**config.mk**
```make
export PLATFORM = sky130hd
export DESIGN_NAME = cartridge_bank_controller_core
export DESIGN_NICKNAME = d
export VERILOG_FILES = /design/src/rtl/cbc_pkg.sv /design/src/rtl/cartridge_bank_controller_core.sv
export VERILOG_INCLUDE_DIRS = /design/src /design/src/rtl
export SDC_FILE = /design/constraint.sdc
export NUM_CORES = 1
export LEC_CHECK = 0
export BUFFER_PORTS_ARGS = -buffer_cell sky130_fd_sc_hd__buf_2
export CAP_MARGIN = 20
export CORE_ASPECT_RATIO = 0.7
export CORE_UTILIZATION = 58
export DETAILED_ROUTE_END_ITERATION = 7
export PLACE_DENSITY = 0.84
export SYNTH_ARGS = -nofsm -noshare
export SYNTH_HDL_FRONTEND = slang
export SYNTH_SLANG_ARGS = --single-unit
```
**constraint.sdc**
```tcl
create_clock -name i_clk -period 7.6 [get_ports i_clk]
set_input_delay 1.52 -clock i_clk [delete_from_list [all_inputs] [get_ports i_clk]]
set_output_delay 1.52 -clock i_clk [all_outputs]
set_load 0.05 [all_outputs]
```
**src/rtl/cartridge_bank_controller_core_assert.svh**
```systemverilog
// Assertion macros for the cartridge bank controller.
// Used by rtl/cartridge_bank_controller_core.sv and depends on nothing else.
`ifndef CARTRIDGE_BANK_CONTROLLER_CORE_ASSERT_SVH
`define CARTRIDGE_BANK_CONTROLLER_CORE_ASSERT_SVH

// Same-cycle implication, disabled while reset is asserted.
`define CBC_ASSERT_IMPL(lbl, clk, rst_n, ante, cons, msg) \
    lbl: assert property (@(posedge clk) disable iff (!rst_n) (ante) |-> (cons)) \
        else $error(msg);

// Next-cycle implication, disabled while reset is asserted.
`define CBC_ASSERT_NEXT(lbl, clk, rst_n, ante, cons, msg) \
    lbl: assert property (@(posedge clk) disable iff (!rst_n) (ante) |=> (cons)) \
        else $error(msg);

`endif

```
**src/rtl/cbc_pkg.sv**
```systemverilog
// Types and constants for the cartridge bank controller.
// Has no dependencies; used by rtl/cartridge_bank_controller_core.sv.
`timescale 1ns / 1ps

package cbc_pkg;

    typedef enum logic [1:0] {
        KIND_NONE = 2'd0,
        KIND_MBC1 = 2'd1,
        KIND_MBC2 = 2'd2,
        KIND_RSVD = 2'd3
    } t_ctrl_kind;

    typedef enum logic [1:0] {
        TGT_ROM      = 2'd0,
        TGT_EXT_RAM  = 2'd1,
        TGT_INTERNAL = 2'd2,
        TGT_NONE     = 2'd3
    } t_target;

    localparam int unsigned ADDR_W     = 16;
    localparam int unsigned DATA_W     = 8;
    localparam int unsigned MAP_W      = 21;
    localparam int unsigned ROM_BANK_W = 7;
    localparam int unsigned RAM_BANK_W = 2;

    localparam logic [3:0] ENABLE_CODE  = 4'hA;
    localparam logic [3:0] DISABLE_CODE = 4'h0;

    typedef struct packed {
        t_target            target;
        logic [MAP_W-1:0]   mapped_address;
        logic               write_strobe;
        logic               echo_mirror;
    } t_result;

    function automatic logic [ROM_BANK_W-1:0] fix_zero_bank(input logic [ROM_BANK_W-1:0] b);
        return (b == '0) ? ROM_BANK_W'(1) : b;
    endfunction

endpackage

```
**src/rtl/cartridge_bank_controller_core.sv**
```systemverilog
// Top level of the cartridge bank controller: bus decode, bank registers and output stage.
// Depends on rtl/cbc_pkg.sv and rtl/cartridge_bank_controller_core_assert.svh.
`timescale 1ns / 1ps

// The controller takes one bus transaction per clock cycle while o_in_stall is low and
// returns a registered result transaction for each. Decode and the bank register
// update are a single level of logic ahead of the output register, so a transaction
// can be accepted in every cycle with o_in_stall low. A skid register behind the output
// register lets one more transaction be accepted while a result is stalled; o_in_stall
// rises only when that skid register is also full. The controller kind is written through the
// configuration channel, which is always ready and should be used only while idle.

`include "cartridge_bank_controller_core_assert.svh"

module cartridge_bank_controller_core (
    input  logic                        i_clk,
    input  logic                        i_rst_n,
    input  logic                        i_cfg_valid,
    output logic                        o_cfg_ready,
    input  logic [1:0]                  i_cfg_data,
    input  logic                        i_in_valid,
    output logic                        o_in_stall,
    input  logic                        i_action,
    input  logic [cbc_pkg::ADDR_W-1:0]  i_address,
    input  logic [cbc_pkg::DATA_W-1:0]  i_data,
    output logic                        o_out_valid,
    input  logic                        i_out_stall,
    output logic [1:0]                  o_target,
    output logic [cbc_pkg::MAP_W-1:0]   o_mapped_address,
    output logic                        o_write_strobe,
    output logic                        o_echo_mirror
);
    import cbc_pkg::*;

    t_ctrl_kind              r_kind;
    logic [ROM_BANK_W-1:0]   r_rom_bank, n_rom_bank;
    logic [RAM_BANK_W-1:0]   r_ram_bank, n_ram_bank;
    logic                    r_ram_enable, n_ram_enable;
    logic                    r_rom_mode, n_rom_mode;
    t_result                 r_out, r_skid, n_result;
    logic                    r_out_valid, r_skid_valid;
    logic                    accept, out_free;
    logic                    is_mbc1, is_mbc2, reg_write;

    assign o_cfg_ready = 1'b1;
    assign o_in_stall  = r_skid_valid;
    assign accept      = i_in_valid && !r_skid_valid;
    assign out_free    = !r_out_valid || !i_out_stall;
    assign is_mbc1     = (r_kind == KIND_MBC1);
    assign is_mbc2     = (r_kind == KIND_MBC2);
    assign reg_write   = i_action && !i_address[15];

    always_comb begin
        n_rom_bank   = r_rom_bank;
        n_ram_bank   = r_ram_bank;
        n_ram_enable = r_ram_enable;
        n_rom_mode   = r_rom_mode;
        if (reg_write) begin
            unique case (i_address[14:13])
                2'd0: begin
                    if ((is_mbc1 || is_mbc2) && !(is_mbc2 && i_address[8])) begin
                        if (i_data[3:0] == ENABLE_CODE) begin
                            n_ram_enable = 1'b1;
                        end else if (i_data[3:0] == DISABLE_CODE) begin
                            n_ram_enable = 1'b0;
                        end
                    end
                end
                2'd1: begin
                    if (is_mbc2) begin
                        n_rom_bank = fix_zero_bank({3'b000, i_data[3:0]});
                    end else if (is_mbc1) begin
                        n_rom_bank = fix_zero_bank({r_rom_bank[6:5], i_data[4:0]});
                    end
                end
                2'd2: begin
                    if (is_mbc1) begin
                        if (r_rom_mode) begin
                            n_rom_bank = fix_zero_bank({i_data[1:0], r_rom_bank[4:0]});
                        end else begin
                            n_ram_bank = i_data[1:0];
                        end
                    end
                end
                default: begin
                    if (is_mbc1) begin
                        n_rom_mode = !i_data[0];
                        if (!i_data[0]) begin
                            n_ram_bank = '0;
                        end
                    end
                end
            endcase
        end
    end

    always_comb begin
        n_result.target         = TGT_INTERNAL;
        n_result.mapped_address = MAP_W'(i_address);
        n_result.write_strobe   = 1'b0;
        n_result.echo_mirror    = 1'b0;
        priority if (reg_write) begin
            n_result.target         = TGT_NONE;
            n_result.mapped_address = '0;
        end else if (i_address[15:14] == 2'b00) begin
            n_result.target = TGT_ROM;
        end else if (i_address[15:14] == 2'b01) begin
            n_result.target         = TGT_ROM;
            n_result.mapped_address = {r_rom_bank, i_address[13:0]};
        end else if (i_address[15:13] == 3'b101) begin
            n_result.target         = TGT_EXT_RAM;
            n_result.mapped_address = MAP_W'({r_ram_bank, i_address[12:0]});
            n_result.write_strobe   = i_action && r_ram_enable;
        end else if (i_action) begin
            n_result.write_strobe = 1'b1;
            n_result.echo_mirror  = (i_address[15:13] == 3'b111) && (i_address[12:9] != 4'hF);
        end
    end

    always_ff @(posedge i_clk) begin
        if (!i_rst_n) begin
            r_kind       <= KIND_NONE;
            r_rom_bank   <= ROM_BANK_W'(1);
            r_ram_bank   <= '0;
            r_ram_enable <= 1'b0;
            r_rom_mode   <= 1'b0;
        end else begin
            if (i_cfg_valid && o_cfg_ready) begin
                r_kind <= t_ctrl_kind'(i_cfg_data);
            end
            if (accept) begin
                r_rom_bank   <= n_rom_bank;
                r_ram_bank   <= n_ram_bank;
                r_ram_enable <= n_ram_enable;
                r_rom_mode   <= n_rom_mode;
            end
        end
    end

    always_ff @(posedge i_clk) begin
        if (!i_rst_n) begin
            r_out_valid  <= 1'b0;
            r_skid_valid <= 1'b0;
        end else if (out_free) begin
            if (r_skid_valid) begin
                r_out_valid  <= 1'b1;
                r_skid_valid <= 1'b0;
            end else begin
                r_out_valid <= accept;
            end
        end else if (accept) begin
            r_skid_valid <= 1'b1;
        end
    end

    always_ff @(posedge i_clk) begin
        if (out_free) begin
            if (r_skid_valid) begin
                r_out <= r_skid;
            end else if (accept) begin
                r_out <= n_result;
            end
        end else if (accept) begin
            r_skid <= n_result;
        end
    end

    assign o_out_valid      = r_out_valid;
    assign o_target         = r_out.target;
    assign o_mapped_address = r_out.mapped_address;
    assign o_write_strobe   = r_out.write_strobe;
    assign o_echo_mirror    = r_out.echo_mirror;

    `CBC_ASSERT_IMPL(a_skid_behind_out, i_clk, i_rst_n, r_skid_valid, r_out_valid, "skid full while output empty")
    `CBC_ASSERT_IMPL(a_rom_bank_nonzero, i_clk, i_rst_n, 1'b1, r_rom_bank != '0, "ROM bank register is zero")
    `CBC_ASSERT_IMPL(a_none_is_quiet, i_clk, i_rst_n, r_out_valid && (r_out.target == TGT_NONE), !r_out.write_strobe && !r_out.echo_mirror && (r_out.mapped_address == '0), "register write result drives a store")
    `CBC_ASSERT_IMPL(a_echo_internal, i_clk, i_rst_n, r_out_valid && r_out.echo_mirror, (r_out.target == TGT_INTERNAL) && r_out.write_strobe, "echo mirror outside internal write")
    `CBC_ASSERT_NEXT(a_stall_fills_skid, i_clk, i_rst_n, r_out_valid && i_out_stall && accept, r_skid_valid, "accepted transaction lost under stall")

endmodule
```
==> results.md, run 1 <==
- CTS H-tree depth: 3
- Drt wl/cell: 15.5 um
- Register area share after synthesis: 63.7%
- Clock Power Share: 35.6%
- GRT Overall Usage: 23.0%
- Achievable Freq: 350 MHz
- RR Startpoint: o_in_stall
- Compound-Gate Fraction of Synth Area: 8.18%
- Count leader, synth: edfxtp_1
- Slew headroom: 66.6%
- CTS tree: built
- Xor/xnor share of the synthesized area: 0%
- Multiplexer share of the synthesized area: 11.3%
- R2R Path End: r_rom_bank[4]
- Total power: 0.775 mW
- CTS Buffer Depth: 2
- Seq cells post-synth: 65
- Sw Ratio: 25.8%
- Post-layout minimum cycle time: 2860 ps
- Flop pwr share: 52.0%
- Final worst path period share: 37.6%
- Core region area: 4500 um2
- Slew Viols, Final: 0
- Setup crit end kind: flop
- Startpoint types: input port
- Clock root cell: clkbuf_8
- Vias in the first global route: 1828
- List of most frequent post-synthesis cells: edfxtp_1 (50), mux2_2 (23), and2_1 (18), dfxtp_1 (15), nor2_1 (14)
- Remaining antenna violation count: 0
- Area growth, synth to finish: 18.3%
- Largest family of logic cells by synthesized area: simple AND/OR/NAND/NOR gates
- Hold EP: r_ram_bank[1]
- Post-synth net total: 250
- Share of layout cells above drive strength 1: 35.4%
- Worst Reg2Reg Path Length in Cells: 5
- Status: finished clean
- Post-Synth Simple-Gate Area: 13.3%
- Final Cell Area: 3350 um2
- Max_cap viols: 0
- First-pass GRT wire length: 8.68 mm
- Clk_lat worst skew: 340 ps
- Synth top area share: 53.1%
- Gr ovfl total: 0
- EDFF count, synth: 50
- Routed WL: 5.20 mm
- Post-CTS sizing: 0
- RSZ-0062 raised after global routing: false
- Vias per inst: 5.70
- Via count: 1909
- Final hold vios: 0
- Antenna violations before repair: 0
- Total CTS buffers: 9
- CTS Sinks: 65
- Final setup TNS: 0 ps
- DRT iter0 DRCs: 127
- Pin count of the biggest net entering global routing: 31
- First-pass iteration count of the detailed router: 4
- Clock transition at the registers of the reported paths: 70 ps
- Worst Setup Path Type: in2reg
- Reg2reg setup slack: 5480 ps
- # setup viols final: 0
- Slew @ Worst Pin: 489 ps
- Dpl hpwl: 3.59 mm
- Adder-cell share of the synthesized area: 0.884%
- Number of buffers added for setup after CTS: 0
- Worst Path Arrival: 3140 ps
- Post-DP Area: 3160 um2
- Worst VDD drop: 0.141 mV
- Full die area: 5170 um2
- Internal: 0.575 mW
- Hold_buf cts: 0
- RD Place Congestion: 0.890
- Top_reg_cell synth: edfxtp_1
- Worst min path class: reg2reg
- Pwr dens: 231 nW/um2
- Hold Startpoint: r_ram_bank[1]
- DRC Markers: 0
- Worst Skew: 5.77 ps
- Port bufs: 55
- Antenna cells: 0
- Avg Inst Size Synth: 13.1 um2
- Number of synthesis warnings: 0
- Die H: 60.4 um
- WHS Path Cells: 2
- Async SR Flop Fraction: 0%
- Dominant cells by area after synthesis: edfxtp_1 (53%), dfxtp_1 (11%), mux2_2 (9.2%)
- I/O pin count: 60
- Sw power: 0.200 mW
- Hold slack: 511 ps
- Synth cell types: 43
- Initial Utilization: 62.8%
- Crit-path max FO: 10
- Die width: 85.5 um
- Comb pwr share: 12.4%
- Pleak: 1.30 nW
- Post-Syn Area: 2830 um2
- Nets: 309
- Cell accounting for the most synthesized area: edfxtp_1
- Filler Cells Inserted: 328
- Critical Path RT: 7870 ps
- Rows: 20
- Post-Syn Instances: 216
## worst max path at each step
stage                             start             to  slack (ps)  depth (start not counted)
after global routing      i_address[15]  r_rom_bank[4]        4660                          5
after CTS                 i_address[15]  r_rom_bank[4]        4770                          5
after detailed placement  i_address[15]  r_rom_bank[4]        4420                          5
after global placement    i_address[15]  r_rom_bank[4]        4410                          5
final                     i_address[15]  r_rom_bank[4]        4740                          5
after floorplan             i_out_stall      r_skid[0]        3620                          2
## cell usage in the layout, fill, tap and decap left out, drive strengths merged, types with 7 or more instances in the layout
master  netlist  layout
and2         18      18
nor2         14      14
edfxtp       50      50
inv           8       8
a21oi        10      10
dfxtp        15      15
buf           3      58
nand2         7       7
clkbuf        7      10
mux2         23      23
## power groups by stage
stage	clock (mW)	combinational [mW]	sequential (mW)
floorplan	0	0.0319	0.447
global placement	0	0.0944	0.411
detailed placement	0	0.0957	0.411
CTS	0.280	0.0962	0.404
global route	0.295	0.103	0.404
finish	0.276	0.0959	0.403
## critical path: stages
cell and delay (ps):
buf_2 150, nand4bb_1 430, or3_1 530, or3b_1 390
a21oi_2 120
## logic make-up after synthesis
kind of cell / count (synthesis)
compound gates: 34
simple gates: 67
fa+ha+maj: 2
mux: 29
buf+inv: 18
flops: 65
other cells: 1
## metrics by stage
stage | util, % | cells | setup WS [ps]
2_1_floorplan | - | 216 | 3620
3_3_place_gp | 70.2 | 319 | 4410
3_5_place_dp | 70.2 | 319 | 4420
4_1_cts | 74.3 | 335 | 4770
5_1_grt | 74.3 | 335 | 4660
6_report | 74.3 | 335 | 4740
## sequential cells by signal, indices dropped and copies added, names as in the netlist
| name | cells |
|---|---|
| o_write_strobe | 1 |
| o_in_stall | 1 |
| o_echo_mirror | 1 |
| r_kind | 2 |
| o_target | 2 |
| r_skid | 25 |
| r_ram_enable | 1 |
| r_ram_bank | 2 |
| r_rom_mode | 1 |
| o_out_valid | 1 |
| o_mapped_address | 21 |
| r_rom_bank | 7 |
## routing by layer
metal | global-route usage, % | up-vias | part of all wire (%)
met5 | 0 | - | 0
met4 | 7.62 | 0 | 0.98
met3 | 9.52 | 7 | 6.6
met2 | 36.9 | 79 | 45
met1 | 29.1 | 886 | 47
li1 | - | 937 | -
## final cells by class
class / instances / area, um2 / share of cell area (%)
Timing Repair Buffer: 58 / 298 / 8.89
Inverter: 8 / 30.0 / 0.897
Clock buffer: 10 / 128 / 3.81
Multi-Input combinational cell: 133 / 963 / 28.8
Clock inverter: 6 / 58.8 / 1.76
Sequential cell: 65 / 1800 / 53.8
Tap cell: 55 / 68.8 / 2.06
No activity file was read; power rests on OpenSTA's default activity.
==> run 2: changes to the inputs <==
- CORE_UTILIZATION: 58 -> 49
- PLACE_DENSITY: 0.84 -> 0.76
- clock period: 7.6 -> 2.4 ns (I/O delays scaled with it)
==> run 2 against run 1 <==
  * Global-route usage down 3.6 points
  * Register-to-register slack worse by 4900 ps
  * First-iteration DRC count fell by 2.4%
  * Core utilization fell by 11 points
  * Clock skew rose by 1.5 ps
  * Combinational power rose to 3.2 times the previous value
  * Clock power rose to 3.6 times the previous value
  * Worst setup slack got worse by 4100 ps
  * Final cell count is 5.4% higher
==> results.md, run 2 (synthesized netlist as in run 1, its figures left out) <==
- Status: finished clean
- Slew headroom: 66.4% (-0.17 points)
- Rows: 22 (+10%)
- Worst Setup Path Type: reg2reg
- Drt wl/cell: 15.1 um (-2.5%)
- Footprint of the multi-input gates: 977 um2 (+1.4%)
- WHS Path Cells: 3 (+1)
- Vias in the first global route: 1769 (-3.2%)
- Dpl hpwl: 3.69 mm (+2.9%)
- DRC Markers: 0 (unchanged)
- Reg with most FFs: r_skid
- Worst min path class: in2reg
- Max_cap viols: 0 (unchanged)
- Reg2reg setup slack: 600 ps (-4880 ps)
- Full die area: 6090 um2 (+18%)
- CTS tree: built
- Nets: 310 (+0.32%)
- Slew @ Worst Pin: 491 ps (+2.52 ps)
- CTS Buffer Depth: 2 (unchanged)
- Die width: 92.8 um (+8.6%)
- Hold Startpoint: i_cfg_data[0]
- RD Place Congestion: 0.906 (+1.8%)
- Core region area: 5400 um2 (+20%)
- Routed WL: 5.34 mm (+2.8%)
- # setup viols final: 0 (unchanged)
- Commonest non-fill, non-tap cell in the layout: buf_2
- Die H: 65.6 um (+8.5%)
- Startpoint types: flop
- Post-CTS sizing: 0 (unchanged)
- Final hold vios: 0 (unchanged)
- Total CTS buffers: 9 (unchanged)
- Pin count of the biggest net entering global routing: 26 (-16%)
- Most frequent cells in the layout: buf_2 (55), edfxtp_1 (50), mux2_2 (23)
- Initial Utilization: 52.5% (-10 points)
- RR Startpoint: r_kind[0]
- Final setup TNS: 0 ps (unchanged)
- Remaining antenna violation count: 0 (unchanged)
- DRT iter0 DRCs: 124 (-2.4%)
- Setup WS post-layout: 604 ps (-4140 ps)
- Max FFs per register: 25 (unchanged)
- Via count: 1891 (-0.94%)
- Share of layout cells above drive strength 1: 36.7% (+1.3 points)
- CTS Sinks: 65 (unchanged)
- Pwr dens: 754 nW/um2 (+230%)
- Hold EP: r_kind[0]
- Vias per inst: 5.36 (-6.0%)
- RSZ-0062 raised after global routing: false
- Antenna violations before repair: 0 (unchanged)
- Worst VDD drop: 0.489 mV (+250%)
- Number of buffers added for setup after CTS: 0 (unchanged)
- Dpl ws: 449 ps (-3970 ps)
- I/O pin count: 60 (unchanged)
- Gr ovfl total: 0 (unchanged)
- Filler Cells Inserted: 467 (+42%)
- Critical Path RT: 2670 ps (-5200 ps)
- CTS H-tree depth: 3 (unchanged)
- Crit-path max FO: 4 (-6)
- Antenna cells: 0 (unchanged)
- Port bufs: 55 (unchanged)
- Setup crit end kind: flop
- Worst Path Arrival: 2070 ps (-1070 ps)
- First-pass iteration count of the detailed router: 4 (unchanged)
- Final worst path period share: 74.8%
- Clock root cell: clkbuf_8
- Core Util, Final: 63.7% (-11 points)
- Achievable Freq: 557 MHz
- Worst Skew: 7.26 ps (+1.48 ps)
- Worst Reg2Reg Path Length in Cells: 5 (unchanged)
- Clk_lat worst skew: 340 ps (about the same)
- Slew Viols, Final: 0 (unchanged)
- Hold_buf cts: 0 (unchanged)
- First-pass GRT wire length: 8.69 mm (about the same)
- GRT Overall Usage: 19.4% (-3.6 points)
- Pleak: 1.33 nW (+2.0%)
- Hold slack: 405 ps (-106 ps)
- R2R Path End: r_rom_bank[4]
- Area growth, synth to finish: 21.4%
- Post-layout minimum cycle time: 1800 ps
- Clock transition at the registers of the reported paths: 70 ps (about the same)
- Register area: 1800 um2 (about the same)
[run 2: critical path: stages, from the launching register on]
cell,delay (ps)
dfxtp_1,360
inv_1,50
ha_1,320
or3_1,480
or3b_1,400
a21oi_2,130
[run 2: per-layer routing]
metal / share of wire (%) / wire length [um] / GRT usage [%] / vias up
met5: 0 / 0 / 0 / -
met4: 1.4 / 73 / 7.88 / 0
met3: 6.1 / 327 / 6.94 / 7
met2: 45 / 2410 / 28.9 / 70
met1: 47 / 2540 / 25.9 / 883
li1: - / - / - / 931
[run 2: cell type report]
cell class,instances,share of cell area (%)
inverter,8,0.874
sequential,65,52.5
tap,72,2.62
multi-input combinational,133,28.4
timing repair buffer,59,9.25
clock buffer,9,3.61
clock inverter,7,2.73
[run 2: through the flow]
step	area, um2	instances	total power, mW
finish	3440	353	2.59
global route	3440	353	2.68
CTS	3440	353	2.61
detailed placement	3220	337	1.61
global placement	3220	337	1.61
floorplan	2850	216	1.52
[run 2: worst max path at each step]
| stage | startpoint | to | slack [ps] |
|---|---|---|---|
| 3_3_place_gp | i_address[15] | o_mapped_address[12] | 490 |
| 3_5_place_dp | i_address[15] | o_mapped_address[12] | 450 |
| 4_1_cts | r_kind[0] | r_rom_bank[4] | 610 |
| 5_1_grt | r_kind[0] | r_rom_bank[4] | 560 |
| 6_report | r_kind[0] | r_rom_bank[4] | 600 |
| 2_1_floorplan | o_in_stall | o_echo_mirror | 130 |
[run 2: power by group]
| part | switching, mW | leakage, nW | internal [mW] |
|---|---|---|---|
| Sequential | 0.0151 | 0.601 | 1.26 |
| Combinational | 0.218 | 0.622 | 0.0890 |
| Clock | 0.420 | 0.106 | 0.584 |
| Total | 0.653 | 1.33 | 1.94 |
